===== src/rtl/dfscd_pkg.sv =====
// Shared types, codes and helpers of the DFS cycle detector and path counter.
`default_nettype none
package dfscd_pkg;

   localparam int VERTEX_WIDTH = 5;
   localparam int ROW_WIDTH    = 32;
   localparam int COUNT_WIDTH  = 32;
   localparam int VC_WIDTH     = 6;

   localparam logic [VC_WIDTH-1:0] VC_RESET = 6'd32;

   localparam logic KIND_COUNT = 1'b0;
   localparam logic KIND_CYCLE = 1'b1;

   typedef struct packed {
      logic [VERTEX_WIDTH-1:0] row_index;
      logic [ROW_WIDTH-1:0]    row_bits;
   } req_type;

   typedef struct packed {
      logic                    kind;
      logic [VERTEX_WIDTH-1:0] vertex;
      logic [COUNT_WIDTH-1:0]  path_count;
      logic                    last;
   } rsp_type;

   typedef enum logic [3:0] {
      ST_IDLE,
      ST_INIT,
      ST_ROOT,
      ST_FETCH,
      ST_LATCH,
      ST_SCAN,
      ST_POP,
      ST_ACC_A,
      ST_ACC_B,
      ST_ACC_W,
      ST_CNT_RD,
      ST_CNT_LD,
      ST_CNT_WAIT,
      ST_CYC_LD,
      ST_CYC_WAIT,
      ST_FIN
   } state_type;

   typedef enum logic [4:0] {
      OP_NONE,
      OP_LOAD,
      OP_INIT,
      OP_ROOT_SKIP,
      OP_ROOT_PUSH,
      OP_FETCH,
      OP_LATCH,
      OP_SCAN_NEXT,
      OP_PUSH,
      OP_CYCLE,
      OP_EDGE_DONE,
      OP_POP_ROOT,
      OP_POP,
      OP_ACC_A,
      OP_ACC_B,
      OP_ACC_W,
      OP_CNT_RD,
      OP_CNT_LD,
      OP_CNT_STEP,
      OP_CYC_LD,
      OP_CYC_STEP,
      OP_FIN_LD
   } op_type;

   typedef struct packed {
      op_type op;
   } cmd_type;

   typedef struct packed {
      logic trigger;
      logic root_end;
      logic root_seen;
      logic scan_end;
      logic row_hit;
      logic mark_open;
      logic mark_done;
      logic top_zero;
      logic ret_pop;
      logic k_at_top;
      logic k_at_last;
      logic rsp_taken;
   } status_type;

   function automatic logic [COUNT_WIDTH-1:0] sat_add(input logic [COUNT_WIDTH-1:0] a,
                                                      input logic [COUNT_WIDTH-1:0] b);
      logic [COUNT_WIDTH:0] s;
      s = {1'b0, a} + {1'b0, b};
      return s[COUNT_WIDTH] ? {COUNT_WIDTH{1'b1}} : s[COUNT_WIDTH-1:0];
   endfunction

endpackage
`default_nettype wire


===== src/rtl/dfscd_ram.sv =====
// Generic simple dual-port RAM with registered read.
`default_nettype none
module dfscd_ram #(
   parameter int WIDTH = 32,
   parameter int DEPTH = 32
) (
   input  wire logic                     clock,
   input  wire logic                     wr_en,
   input  wire logic [$clog2(DEPTH)-1:0] wr_addr,
   input  wire logic [WIDTH-1:0]         wr_data,
   input  wire logic                     rd_en,
   input  wire logic [$clog2(DEPTH)-1:0] rd_addr,
   output logic      [WIDTH-1:0]         rd_data
);
   logic [WIDTH-1:0] mem_ff [DEPTH];

   always_ff @(posedge clock) begin
      if (wr_en) begin
         mem_ff[wr_addr] <= wr_data;
      end
      if (rd_en) begin
         rd_data <= mem_ff[rd_addr];
      end
   end
endmodule
`default_nettype wire


===== src/rtl/dfscd_ctrl.sv =====
// Sequencer of the DFS cycle detector: loads rows, walks the search, streams results.
`default_nettype none
module dfscd_ctrl (
   input  wire logic                 clock,
   input  wire logic                 reset,
   input  wire logic                 req_valid,
   output logic                      req_ready,
   input  wire dfscd_pkg::status_type status,
   output dfscd_pkg::cmd_type        cmd
);
   dfscd_pkg::state_type state_ff, state_in;

   always_ff @(posedge clock) begin
      if (reset) begin
         state_ff <= dfscd_pkg::ST_IDLE;
      end else begin
         state_ff <= state_in;
      end
   end

   always_comb begin
      state_in = state_ff;
      unique case (state_ff)
         dfscd_pkg::ST_IDLE: begin
            if (req_valid && status.trigger) state_in = dfscd_pkg::ST_INIT;
         end
         dfscd_pkg::ST_INIT:  state_in = dfscd_pkg::ST_ROOT;
         dfscd_pkg::ST_ROOT: begin
            priority if (status.root_end) state_in = dfscd_pkg::ST_CNT_RD;
            else if (!status.root_seen)   state_in = dfscd_pkg::ST_FETCH;
            else                          state_in = dfscd_pkg::ST_ROOT;
         end
         dfscd_pkg::ST_FETCH: state_in = dfscd_pkg::ST_LATCH;
         dfscd_pkg::ST_LATCH: state_in = dfscd_pkg::ST_SCAN;
         dfscd_pkg::ST_SCAN: begin
            priority if (status.scan_end) state_in = dfscd_pkg::ST_POP;
            else if (!status.row_hit)     state_in = dfscd_pkg::ST_SCAN;
            else if (status.mark_done)    state_in = dfscd_pkg::ST_ACC_A;
            else if (status.mark_open)    state_in = dfscd_pkg::ST_CYC_LD;
            else                          state_in = dfscd_pkg::ST_FETCH;
         end
         dfscd_pkg::ST_POP: begin
            state_in = status.top_zero ? dfscd_pkg::ST_ROOT : dfscd_pkg::ST_ACC_A;
         end
         dfscd_pkg::ST_ACC_A: state_in = dfscd_pkg::ST_ACC_B;
         dfscd_pkg::ST_ACC_B: state_in = dfscd_pkg::ST_ACC_W;
         dfscd_pkg::ST_ACC_W: begin
            state_in = status.ret_pop ? dfscd_pkg::ST_FETCH : dfscd_pkg::ST_SCAN;
         end
         dfscd_pkg::ST_CNT_RD: state_in = dfscd_pkg::ST_CNT_LD;
         dfscd_pkg::ST_CNT_LD: state_in = dfscd_pkg::ST_CNT_WAIT;
         dfscd_pkg::ST_CNT_WAIT: begin
            if (status.rsp_taken) begin
               state_in = status.k_at_last ? dfscd_pkg::ST_IDLE : dfscd_pkg::ST_CNT_RD;
            end
         end
         dfscd_pkg::ST_CYC_LD: state_in = dfscd_pkg::ST_CYC_WAIT;
         dfscd_pkg::ST_CYC_WAIT: begin
            if (status.rsp_taken) begin
               state_in = status.k_at_top ? dfscd_pkg::ST_FIN : dfscd_pkg::ST_CYC_LD;
            end
         end
         dfscd_pkg::ST_FIN: begin
            // first pass loads the closing vertex, then wait for its transfer
            if (status.rsp_taken) state_in = dfscd_pkg::ST_IDLE;
         end
         default: state_in = dfscd_pkg::ST_IDLE;
      endcase
   end

   logic fin_loaded_ff, fin_loaded_in;

   always_ff @(posedge clock) begin
      if (reset) begin
         fin_loaded_ff <= 1'b0;
      end else begin
         fin_loaded_ff <= fin_loaded_in;
      end
   end

   assign fin_loaded_in = (state_ff == dfscd_pkg::ST_FIN) && !status.rsp_taken;

   always_comb begin
      cmd.op    = dfscd_pkg::OP_NONE;
      req_ready = 1'b0;
      unique case (state_ff)
         dfscd_pkg::ST_IDLE: begin
            req_ready = 1'b1;
            if (req_valid) cmd.op = dfscd_pkg::OP_LOAD;
         end
         dfscd_pkg::ST_INIT: cmd.op = dfscd_pkg::OP_INIT;
         dfscd_pkg::ST_ROOT: begin
            priority if (status.root_end) cmd.op = dfscd_pkg::OP_NONE;
            else if (status.root_seen)    cmd.op = dfscd_pkg::OP_ROOT_SKIP;
            else                          cmd.op = dfscd_pkg::OP_ROOT_PUSH;
         end
         dfscd_pkg::ST_FETCH: cmd.op = dfscd_pkg::OP_FETCH;
         dfscd_pkg::ST_LATCH: cmd.op = dfscd_pkg::OP_LATCH;
         dfscd_pkg::ST_SCAN: begin
            priority if (status.scan_end) cmd.op = dfscd_pkg::OP_NONE;
            else if (!status.row_hit)     cmd.op = dfscd_pkg::OP_SCAN_NEXT;
            else if (status.mark_done)    cmd.op = dfscd_pkg::OP_EDGE_DONE;
            else if (status.mark_open)    cmd.op = dfscd_pkg::OP_CYCLE;
            else                          cmd.op = dfscd_pkg::OP_PUSH;
         end
         dfscd_pkg::ST_POP: begin
            cmd.op = status.top_zero ? dfscd_pkg::OP_POP_ROOT : dfscd_pkg::OP_POP;
         end
         dfscd_pkg::ST_ACC_A:  cmd.op = dfscd_pkg::OP_ACC_A;
         dfscd_pkg::ST_ACC_B:  cmd.op = dfscd_pkg::OP_ACC_B;
         dfscd_pkg::ST_ACC_W:  cmd.op = dfscd_pkg::OP_ACC_W;
         dfscd_pkg::ST_CNT_RD: cmd.op = dfscd_pkg::OP_CNT_RD;
         dfscd_pkg::ST_CNT_LD: cmd.op = dfscd_pkg::OP_CNT_LD;
         dfscd_pkg::ST_CNT_WAIT: begin
            if (status.rsp_taken && !status.k_at_last) cmd.op = dfscd_pkg::OP_CNT_STEP;
         end
         dfscd_pkg::ST_CYC_LD: cmd.op = dfscd_pkg::OP_CYC_LD;
         dfscd_pkg::ST_CYC_WAIT: begin
            if (status.rsp_taken && !status.k_at_top) cmd.op = dfscd_pkg::OP_CYC_STEP;
         end
         dfscd_pkg::ST_FIN: begin
            if (!fin_loaded_ff) cmd.op = dfscd_pkg::OP_FIN_LD;
         end
         default: cmd.op = dfscd_pkg::OP_NONE;
      endcase
   end
endmodule
`default_nettype wire


===== src/rtl/dfscd_datapath.sv =====
// Datapath of the DFS cycle detector: row store, marks, stack, counts, result register.
`default_nettype none
module dfscd_datapath #(
   parameter int MAX_VERTICES = 32
) (
   input  wire logic                                   clock,
   input  wire logic                                   reset,
   input  wire dfscd_pkg::cmd_type                     cmd,
   output dfscd_pkg::status_type                       status,
   input  wire dfscd_pkg::req_type                     req_payload,
   input  wire logic                                   csr_write_enable,
   input  wire logic [dfscd_pkg::VC_WIDTH-1:0]         csr_write_data,
   output logic                                        rsp_valid,
   input  wire logic                                   rsp_ready,
   output dfscd_pkg::rsp_type                          rsp_payload
);
   localparam int NV = (MAX_VERTICES < dfscd_pkg::ROW_WIDTH) ? MAX_VERTICES
                                                             : dfscd_pkg::ROW_WIDTH;
   localparam int IW = $clog2(NV);
   localparam int CW = IW + 1;
   localparam int VCW = dfscd_pkg::VC_WIDTH;
   localparam int PW  = dfscd_pkg::COUNT_WIDTH;

   // configuration and active vertex count
   logic [VCW-1:0] vc_ff, vc_in;
   logic [CW-1:0]  n;

   always_comb begin
      priority if (vc_ff == '0)         n = CW'(1);
      else if (vc_ff > VCW'(NV))        n = CW'(NV);
      else                              n = CW'(vc_ff);
   end

   // search state
   logic [NV-1:0] open_ff, open_in;
   logic [NV-1:0] done_ff, done_in;
   logic [NV-1:0] ptv_ff, ptv_in;
   logic [CW-1:0] root_ff, root_in;
   logic [IW-1:0] cur_ff, cur_in;
   logic [IW-1:0] top_ff, top_in;
   logic [CW-1:0] u_ff, u_in;
   logic [NV-1:0] row_ff, row_in;
   logic [IW-1:0] stk_v_ff [NV];
   logic [IW-1:0] stk_v_in [NV];
   logic [CW-1:0] stk_n_ff [NV];
   logic [CW-1:0] stk_n_in [NV];
   logic [IW-1:0] vdep_ff [NV];
   logic [IW-1:0] vdep_in [NV];
   logic [IW-1:0] src_ff, src_in;
   logic [IW-1:0] dst_ff, dst_in;
   logic          ret_ff, ret_in;
   logic [PW-1:0] a1_ff, a1_in;
   logic [IW-1:0] k_ff, k_in;
   logic [IW-1:0] start_ff, start_in;
   logic          rsp_valid_ff, rsp_valid_in;
   dfscd_pkg::rsp_type rsp_ff, rsp_in;

   // memories
   logic [NV-1:0] adj_rdata;
   logic [PW-1:0] pt_rdata;
   logic          pt_rd_en;
   logic [IW-1:0] pt_rd_addr;
   logic [IW-1:0] pt_mask_idx;
   logic [PW-1:0] pt_val;
   logic          row_ok;

   assign row_ok = {1'b0, req_payload.row_index} < VCW'(NV);

   dfscd_ram #(.WIDTH(NV), .DEPTH(NV)) adj_ram (
      .clock   (clock),
      .wr_en   ((cmd.op == dfscd_pkg::OP_LOAD) && row_ok),
      .wr_addr (req_payload.row_index[IW-1:0]),
      .wr_data (req_payload.row_bits[NV-1:0]),
      .rd_en   (cmd.op == dfscd_pkg::OP_FETCH),
      .rd_addr (cur_ff),
      .rd_data (adj_rdata)
   );

   dfscd_ram #(.WIDTH(PW), .DEPTH(NV)) pt_ram (
      .clock   (clock),
      .wr_en   (cmd.op == dfscd_pkg::OP_ACC_W),
      .wr_addr (dst_ff),
      .wr_data (dfscd_pkg::sat_add(pt_val, a1_ff)),
      .rd_en   (pt_rd_en),
      .rd_addr (pt_rd_addr),
      .rd_data (pt_rdata)
   );

   always_comb begin
      pt_rd_en   = (cmd.op == dfscd_pkg::OP_ACC_A) || (cmd.op == dfscd_pkg::OP_ACC_B) ||
                   (cmd.op == dfscd_pkg::OP_CNT_RD);
      pt_rd_addr = k_ff;
      if (cmd.op == dfscd_pkg::OP_ACC_A) pt_rd_addr = src_ff;
      if (cmd.op == dfscd_pkg::OP_ACC_B) pt_rd_addr = dst_ff;
      pt_mask_idx = k_ff;
      if (cmd.op == dfscd_pkg::OP_ACC_B) pt_mask_idx = src_ff;
      if (cmd.op == dfscd_pkg::OP_ACC_W) pt_mask_idx = dst_ff;
   end

   // counts never written in this search read as zero
   assign pt_val = ptv_ff[pt_mask_idx] ? pt_rdata : '0;

   // single stack read port
   logic [IW-1:0] stk_idx;
   logic [IW-1:0] uv;

   always_comb begin
      stk_idx = top_ff;
      if (cmd.op == dfscd_pkg::OP_POP)    stk_idx = top_ff - IW'(1);
      if (cmd.op == dfscd_pkg::OP_CYC_LD) stk_idx = k_ff;
   end

   assign uv = u_ff[IW-1:0];

   always_comb begin
      status.trigger   = {1'b0, req_payload.row_index} == (VCW'(n) - VCW'(1));
      status.root_end  = root_ff >= n;
      status.root_seen = open_ff[root_ff[IW-1:0]] | done_ff[root_ff[IW-1:0]];
      status.scan_end  = u_ff >= n;
      status.row_hit   = row_ff[uv];
      status.mark_open = open_ff[uv];
      status.mark_done = done_ff[uv];
      status.top_zero  = top_ff == '0;
      status.ret_pop   = ret_ff;
      status.k_at_top  = k_ff == top_ff;
      status.k_at_last = CW'(k_ff) == (n - CW'(1));
      status.rsp_taken = rsp_valid_ff && rsp_ready;
   end

   always_comb begin
      vc_in        = vc_ff;
      open_in      = open_ff;
      done_in      = done_ff;
      ptv_in       = ptv_ff;
      root_in      = root_ff;
      cur_in       = cur_ff;
      top_in       = top_ff;
      u_in         = u_ff;
      row_in       = row_ff;
      stk_v_in     = stk_v_ff;
      stk_n_in     = stk_n_ff;
      vdep_in      = vdep_ff;
      src_in       = src_ff;
      dst_in       = dst_ff;
      ret_in       = ret_ff;
      a1_in        = a1_ff;
      k_in         = k_ff;
      start_in     = start_ff;
      rsp_in       = rsp_ff;
      rsp_valid_in = rsp_valid_ff;

      if (csr_write_enable) vc_in = csr_write_data;
      if (rsp_valid_ff && rsp_ready) rsp_valid_in = 1'b0;

      unique case (cmd.op)
         dfscd_pkg::OP_INIT: begin
            open_in = '0;
            done_in = '0;
            ptv_in  = '0;
            root_in = '0;
            k_in    = '0;
         end
         dfscd_pkg::OP_ROOT_SKIP: root_in = root_ff + CW'(1);
         dfscd_pkg::OP_ROOT_PUSH: begin
            open_in[root_ff[IW-1:0]] = 1'b1;
            cur_in                   = root_ff[IW-1:0];
            top_in                   = '0;
            stk_v_in[0]              = root_ff[IW-1:0];
            stk_n_in[0]              = '0;
            vdep_in[root_ff[IW-1:0]] = '0;
         end
         dfscd_pkg::OP_LATCH: begin
            row_in = adj_rdata;
            u_in   = stk_n_ff[stk_idx];
         end
         dfscd_pkg::OP_SCAN_NEXT: u_in = u_ff + CW'(1);
         dfscd_pkg::OP_PUSH: begin
            stk_n_in[top_ff]           = u_ff + CW'(1);
            open_in[uv]                = 1'b1;
            top_in                     = top_ff + IW'(1);
            stk_v_in[top_ff + IW'(1)]  = uv;
            stk_n_in[top_ff + IW'(1)]  = '0;
            vdep_in[uv]                = top_ff + IW'(1);
            cur_in                     = uv;
         end
         dfscd_pkg::OP_CYCLE: begin
            // emit from the start's stack slot up to the top
            start_in = uv;
            k_in     = vdep_ff[uv];
         end
         dfscd_pkg::OP_EDGE_DONE: begin
            stk_n_in[top_ff] = u_ff + CW'(1);
            u_in             = u_ff + CW'(1);
            src_in           = uv;
            dst_in           = cur_ff;
            ret_in           = 1'b0;
         end
         dfscd_pkg::OP_POP_ROOT: begin
            done_in[cur_ff] = 1'b1;
            open_in[cur_ff] = 1'b0;
            root_in         = root_ff + CW'(1);
         end
         dfscd_pkg::OP_POP: begin
            done_in[cur_ff] = 1'b1;
            open_in[cur_ff] = 1'b0;
            src_in          = cur_ff;
            dst_in          = stk_v_ff[stk_idx];
            cur_in          = stk_v_ff[stk_idx];
            top_in          = top_ff - IW'(1);
            ret_in          = 1'b1;
         end
         dfscd_pkg::OP_ACC_B: a1_in = dfscd_pkg::sat_add(pt_val, PW'(1));
         dfscd_pkg::OP_ACC_W: ptv_in[dst_ff] = 1'b1;
         dfscd_pkg::OP_CNT_LD: begin
            rsp_in.kind       = dfscd_pkg::KIND_COUNT;
            rsp_in.vertex     = dfscd_pkg::VERTEX_WIDTH'(k_ff);
            rsp_in.path_count = pt_val;
            rsp_in.last       = status.k_at_last;
            rsp_valid_in      = 1'b1;
         end
         dfscd_pkg::OP_CNT_STEP: k_in = k_ff + IW'(1);
         dfscd_pkg::OP_CYC_LD: begin
            rsp_in.kind       = dfscd_pkg::KIND_CYCLE;
            rsp_in.vertex     = dfscd_pkg::VERTEX_WIDTH'(stk_v_ff[stk_idx]);
            rsp_in.path_count = '0;
            rsp_in.last       = 1'b0;
            rsp_valid_in      = 1'b1;
         end
         dfscd_pkg::OP_CYC_STEP: k_in = k_ff + IW'(1);
         dfscd_pkg::OP_FIN_LD: begin
            rsp_in.kind       = dfscd_pkg::KIND_CYCLE;
            rsp_in.vertex     = dfscd_pkg::VERTEX_WIDTH'(start_ff);
            rsp_in.path_count = '0;
            rsp_in.last       = 1'b1;
            rsp_valid_in      = 1'b1;
         end
         default: ;
      endcase
   end

   always_ff @(posedge clock) begin
      if (reset) begin
         vc_ff        <= dfscd_pkg::VC_RESET;
         rsp_valid_ff <= 1'b0;
      end else begin
         vc_ff        <= vc_in;
         rsp_valid_ff <= rsp_valid_in;
      end
   end

   always_ff @(posedge clock) begin
      open_ff  <= open_in;
      done_ff  <= done_in;
      ptv_ff   <= ptv_in;
      root_ff  <= root_in;
      cur_ff   <= cur_in;
      top_ff   <= top_in;
      u_ff     <= u_in;
      row_ff   <= row_in;
      stk_v_ff <= stk_v_in;
      stk_n_ff <= stk_n_in;
      vdep_ff  <= vdep_in;
      src_ff   <= src_in;
      dst_ff   <= dst_in;
      ret_ff   <= ret_in;
      a1_ff    <= a1_in;
      k_ff     <= k_in;
      start_ff <= start_in;
      rsp_ff   <= rsp_in;
   end

   assign rsp_valid   = rsp_valid_ff;
   assign rsp_payload = rsp_ff;
endmodule
`default_nettype wire


===== src/rtl/dfs_cycle_detect_path_count_top.sv =====
// Top level of the DFS cycle detector and path counter.
// Adjacency rows are taken one per transfer, one per cycle while idle. The
// row whose index is vertex_count-1 starts a depth-first search from roots
// in ascending order; the neighbor scan tests one adjacency bit per cycle,
// a row is fetched on each descent and each return, and per edge to a
// finished vertex or non-root pop the source and destination counts are
// read in turn and the source count plus one is added to the destination
// count (one registered count read port). Results then go out when the
// output side is ready; each is loaded into the result register and held
// until transferred before the next. That is n path counts when the graph
// is acyclic, or the cycle from its start to its end followed by the start
// again. No new row is taken until a search's last result is transferred.
`default_nettype none
module dfs_cycle_detect_path_count_top #(
   parameter int MAX_VERTICES = 32
) (
   input  wire logic                           clock,
   input  wire logic                           reset,
   input  wire logic                           req_valid,
   output logic                                req_ready,
   input  wire dfscd_pkg::req_type             req_payload,
   output logic                                rsp_valid,
   input  wire logic                           rsp_ready,
   output dfscd_pkg::rsp_type                  rsp_payload,
   input  wire logic                           csr_write_enable,
   input  wire logic [dfscd_pkg::VC_WIDTH-1:0] csr_write_data
);
   dfscd_pkg::cmd_type    cmd;
   dfscd_pkg::status_type status;

   dfscd_ctrl u_ctrl (
      .clock     (clock),
      .reset     (reset),
      .req_valid (req_valid),
      .req_ready (req_ready),
      .status    (status),
      .cmd       (cmd)
   );

   dfscd_datapath #(.MAX_VERTICES(MAX_VERTICES)) u_datapath (
      .clock            (clock),
      .reset            (reset),
      .cmd              (cmd),
      .status           (status),
      .req_payload      (req_payload),
      .csr_write_enable (csr_write_enable),
      .csr_write_data   (csr_write_data),
      .rsp_valid        (rsp_valid),
      .rsp_ready        (rsp_ready),
      .rsp_payload      (rsp_payload)
   );
endmodule
`default_nettype wire

===== config.mk =====
export PLATFORM = sky130hd
export DESIGN_NAME = dfs_cycle_detect_path_count_top
export DESIGN_NICKNAME = d
export VERILOG_FILES = /design/src/rtl/dfscd_pkg.sv /design/src/rtl/dfscd_ram.sv /design/src/rtl/dfscd_ctrl.sv /design/src/rtl/dfscd_datapath.sv /design/src/rtl/dfs_cycle_detect_path_count_top.sv
export SDC_FILE = /design/constraint.sdc
export NUM_CORES = 2
export LEC_CHECK = 0
export BUFFER_PORTS_ARGS = -buffer_cell sky130_fd_sc_hd__buf_2
export CAP_MARGIN = 20
export CELL_PAD_IN_SITES_DETAIL_PLACEMENT = 2
export CELL_PAD_IN_SITES_GLOBAL_PLACEMENT = 2
export CORE_ASPECT_RATIO = 0.6
export CORE_MARGIN = 4
export CORE_UTILIZATION = 45
export CTS_BUF_LIST = sky130_fd_sc_hd__clkbuf_8 sky130_fd_sc_hd__clkbuf_16
export DETAILED_ROUTE_END_ITERATION = 7
export PLACE_DENSITY = 0.77
export SLEW_MARGIN = 20
export SYNTH_ARGS = -nofsm -noshare
export SYNTH_HDL_FRONTEND = slang
export SYNTH_SLANG_ARGS = --single-unit

===== constraint.sdc =====
create_clock -name clock -period 40.4 [get_ports clock]
set_input_delay 8.08 -clock clock [delete_from_list [all_inputs] [get_ports clock]]
set_output_delay 8.08 -clock clock [all_outputs]
set_load 0.01 [all_outputs]

==> flow_metrics.env <==
export IMPL_io_buffer_count=88
export IMPL_power_density_nw_per_um2=50.8
export IMPL_synth_simple_area_share_pct=6.47
export IMPL_drt_pass1_iterations=8
export IMPL_p_switching_mw=1.84
export IMPL_yosysTopAreaCellShare_pct=70.6
export IMPL_async_flop_share_pct=0
export IMPL_clock_sinks=2878
export IMPL_p_leak_nw=43.5
export IMPL_ys_top_cells_by_area="edfxtp_1, mux4_2, nor2_1"
export IMPL_vias=81000
export IMPL_drcViolationCount=0
export IMPL_swShare_pct=26.7
export IMPL_initialDrtViolationCount=14000
export IMPL_status="completed"
export IMPL_slew_headroom_pct=18.3
export IMPL_finalCritPeriodShare_pct=39.7
export IMPL_initial_core_util_pct=45.4
export IMPL_synth_area_um2=122000
export IMPL_p_int_mw=5.05
export IMPL_fmax_mhz=62.4
export IMPL_postCtsHoldBufs=0
export IMPL_fin_cells=11200
export IMPL_syn_inst=7379
export IMPL_drv_slew=0
export IMPL_synth_adder_area_share_pct=0.651
export IMPL_pre_cts_ws_ps=23750
export IMPL_setup_ws_ps=24360
export IMPL_tns_ps=0
export IMPL_critPathCaptureType="register"
export IMPL_min_period_ps=16040
export IMPL_dp_cells=10700
export IMPL_cts_tree="done"
export IMPL_cp_arrival_ps=16380
export IMPL_ys_warn_count=0
export IMPL_die_w_um=680
export IMPL_hp_class="reg2reg"
export IMPL_syn_area_per_cell_um2=16.5
export IMPL_cts_setup_buffers=0
export IMPL_cts_buffer_depth=4
export IMPL_htree_num_levels=5
export IMPL_grt_pass1_vias=82900
export IMPL_grt_total_usage_pct=34.8
export IMPL_rsz0062_at_grt="false"
export IMPL_io_pin_count=89
export IMPL_antenna_found_initial=29
export IMPL_synth_compound_area_share_pct=7.20
export IMPL_crit_fanout=32
export IMPL_wl_per_cell_um=44.2
export IMPL_cts_buffers=280
export IMPL_grt_pass1_wl_um=689000
export IMPL_synth_top_family_by_area="multiplexers"
export IMPL_grt_max_degree=219
export IMPL_ys_ff_latch=2878
export IMPL_power_frac_comb_pct=10.8
export IMPL_die_h_um=411
export IMPL_power_mw=6.89
export IMPL_area_growth_pct=11.4
export IMPL_synthXorXnorAreaFrac_pct=0.647
export IMPL_peakVddDrop_uv=36.4
export IMPL_routabilityCongestion=0.871
export IMPL_path_class="in2reg"
export IMPL_seq_area_frac_synth_pct=70.8
export IMPL_worstPathRequired_ps=40740
export IMPL_finalClockSkew_ps=87.2
export IMPL_synth_top_area_cell="edfxtp_1"
export IMPL_clock_root_buffer="clkbuf_16"
export IMPL_nets=7563
export IMPL_hpwl_um=286000
export IMPL_die_area_um2=279000
export IMPL_power_share_sequential_pct=51.0
export IMPL_setup_viol=0
export IMPL_hold_viol_final=0
export IMPL_synth_distinct_cells=91
export IMPL_ctsResizeCount=0
export IMPL_layout_drive_gt1_share_pct=18.8
export IMPL_wl_um=498000
export IMPL_rows=147
export IMPL_worst_pin_slew_ps=1210
export IMPL_vias_per_cell=7.21
export IMPL_ys_flop_type="edfxtp_1"
export IMPL_worst_r2r_setup_slack_ps=28110
export IMPL_syn_nets=7489
export IMPL_clkLatencyLatePin_ps=910
export IMPL_synth_edf_count=2866
export IMPL_gr_total_overflow=0
export IMPL_drv_cap=0
export IMPL_pwr_share_clk_pct=38.2
export IMPL_clk_pin_slew_ps=70
export IMPL_synth_mux_area_fraction_pct=12.5
export IMPL_startpoint_type="input pin"
export IMPL_antenna_left=0
export IMPL_core_area_um2=269000
==> placed cells by master, fill, tap and decap left out, types with 88 or more instances in the layout <==
master	count
nand2_1	483
a21oi_1	188
buf_4	176
mux4_2	562
nor2_1	515
o21ai_0	165
nand3_1	231
a211oi_1	261
a22oi_1	133
edfxtp_1	2866
and2_1	108
mux2i_1	179
clkbuf_16	292
o31ai_1	163
buf_2	88
inv_1	111
==> routing by layer <==
metal / GRT usage, % / wire (um) / up-vias
met1: 48.1 / 189000 / 43100
met2: 53.2 / 224000 / 6571
met3: 8.08 / 57700 / 1526
met5: 0 / 145 / -
li1: - / - / 29800
met4: 15.1 / 26300 / 22
==> final timing paths <==
check	start	end	cells after the start
min reg2reg	u_datapath.adj_ram.rd_data[25]	u_datapath.row_ff[25]	0
min	u_datapath.adj_ram.rd_data[25]	u_datapath.row_ff[25]	0
max reg2reg	u_datapath.u_ff[1]	u_datapath.pt_ram.mem_ff[15][9]	32
max	rsp_ready	u_datapath.pt_ram.mem_ff[15][9]	27
==> power by group through the flow <==
stage	clock network, mW	registers, mW	logic [mW]
after floorplan	0	3.55	0.416
after global placement	0	3.57	0.615
after detailed placement	0	3.58	0.691
after CTS	2.64	3.52	0.714
after global routing	2.77	3.52	0.776
final	2.63	3.52	0.741
==> state kept, by name, summed over array words and instances, names as in the netlist, 6 cells and up <==
register / flops
u_datapath.a1_ff: 32
u_datapath.adj_ram.mem_ff: 1024
u_datapath.adj_ram.rd_data: 32
u_datapath.done_ff: 32
u_datapath.open_ff: 32
u_datapath.pt_ram.mem_ff: 1024
u_datapath.pt_ram.rd_data: 32
u_datapath.ptv_ff: 32
u_datapath.root_ff: 6
u_datapath.row_ff: 32
u_datapath.rsp_payload: 39
u_datapath.stk_n_ff: 192
u_datapath.stk_v_ff: 160
u_datapath.u_ff: 6
u_datapath.vc_ff: 6
u_datapath.vdep_ff: 160
==> cell families after synthesis <==
| family | after synthesis |
|---|---|
| fa+ha+maj | 63 |
| compound gates | 1280 |
| flops | 2878 |
| simple gates | 1717 |
| buf+inv | 544 |
| xor+xnor | 90 |
| mux | 807 |
==> final cells by class <==
cell class / instances / area (um2)
Tap cell: 3576 / 4470
Timing Repair Buffer: 272 / 1920
Clock buffer: 292 / 7310
Fill cell: 24000 / 133000
Clock inverter: 195 / 1150
Multi-Input combinational cell: 3957 / 34300
Sequential cell: 2878 / 86300
Inverter: 64 / 240
Antenna cell: 11 / 27.5
==> worst max-delay path: stages <==
cell      delay [ps]
buf_2            180
nand2_1          110
a311oi_1         710
o32ai_4          260
nor3_1           460
or2_1            380
a211oi_1         190
o211ai_1         340
o211ai_4         130
buf_4            250
and2_1           250
ha_1             260
fa_1             420
a21oi_1          220
nor2_1            90
nor2_1           170
o21bai_1         270
a31o_2           340
a21o_1           230
a31o_2           310
a21oi_2          230
o211ai_2         230
a21boi_2         280
o21ai_1          140
a21oi_4          170
buf_4            680
nand2_1          880
==> per-stage QoR <==
stage | instance area (um2) | hold slack [ps] | util, %
final | 136000 | 428 | 50.5
after global routing | 136000 | 432 | 50.5
after CTS | 136000 | 420 | 50.5
after detailed placement | 127000 | 409 | 47.3
after global placement | 127000 | 401 | 47.3
after floorplan | 122000 | 400 | -
==> Yosys cell counts, types with 9 or more instances <==
| cell type | instances |
|---|---|
| nor2_1 | 567 |
| a21o_1 | 60 |
| o21ai_0 | 168 |
| a31oi_1 | 61 |
| xnor2_1 | 58 |
| o21bai_1 | 10 |
| dfxtp_1 | 12 |
| clkbuf_1 | 352 |
| nor4_1 | 9 |
| nand2b_1 | 22 |
| o21a_1 | 11 |
| a311oi_1 | 45 |
| nand2_1 | 499 |
| o211ai_1 | 61 |
| nor3_1 | 93 |
| o22ai_1 | 47 |
| mux2_2 | 65 |
| and3_1 | 19 |
| o31ai_1 | 163 |
| nand3_1 | 232 |
| mux4_2 | 562 |
| a211oi_1 | 261 |
| edfxtp_1 | 2866 |
| and2_1 | 109 |
| or3_1 | 17 |
| buf_1 | 102 |
| nand4_1 | 48 |
| a21oi_1 | 194 |
| nand3b_1 | 17 |
| xor2_1 | 32 |
| a22oi_1 | 133 |
| buf_2 | 13 |
| nor2b_1 | 20 |
| ha_1 | 61 |
| mux2i_1 | 179 |
| inv_1 | 62 |
Power figures use the tool's default switching activity.
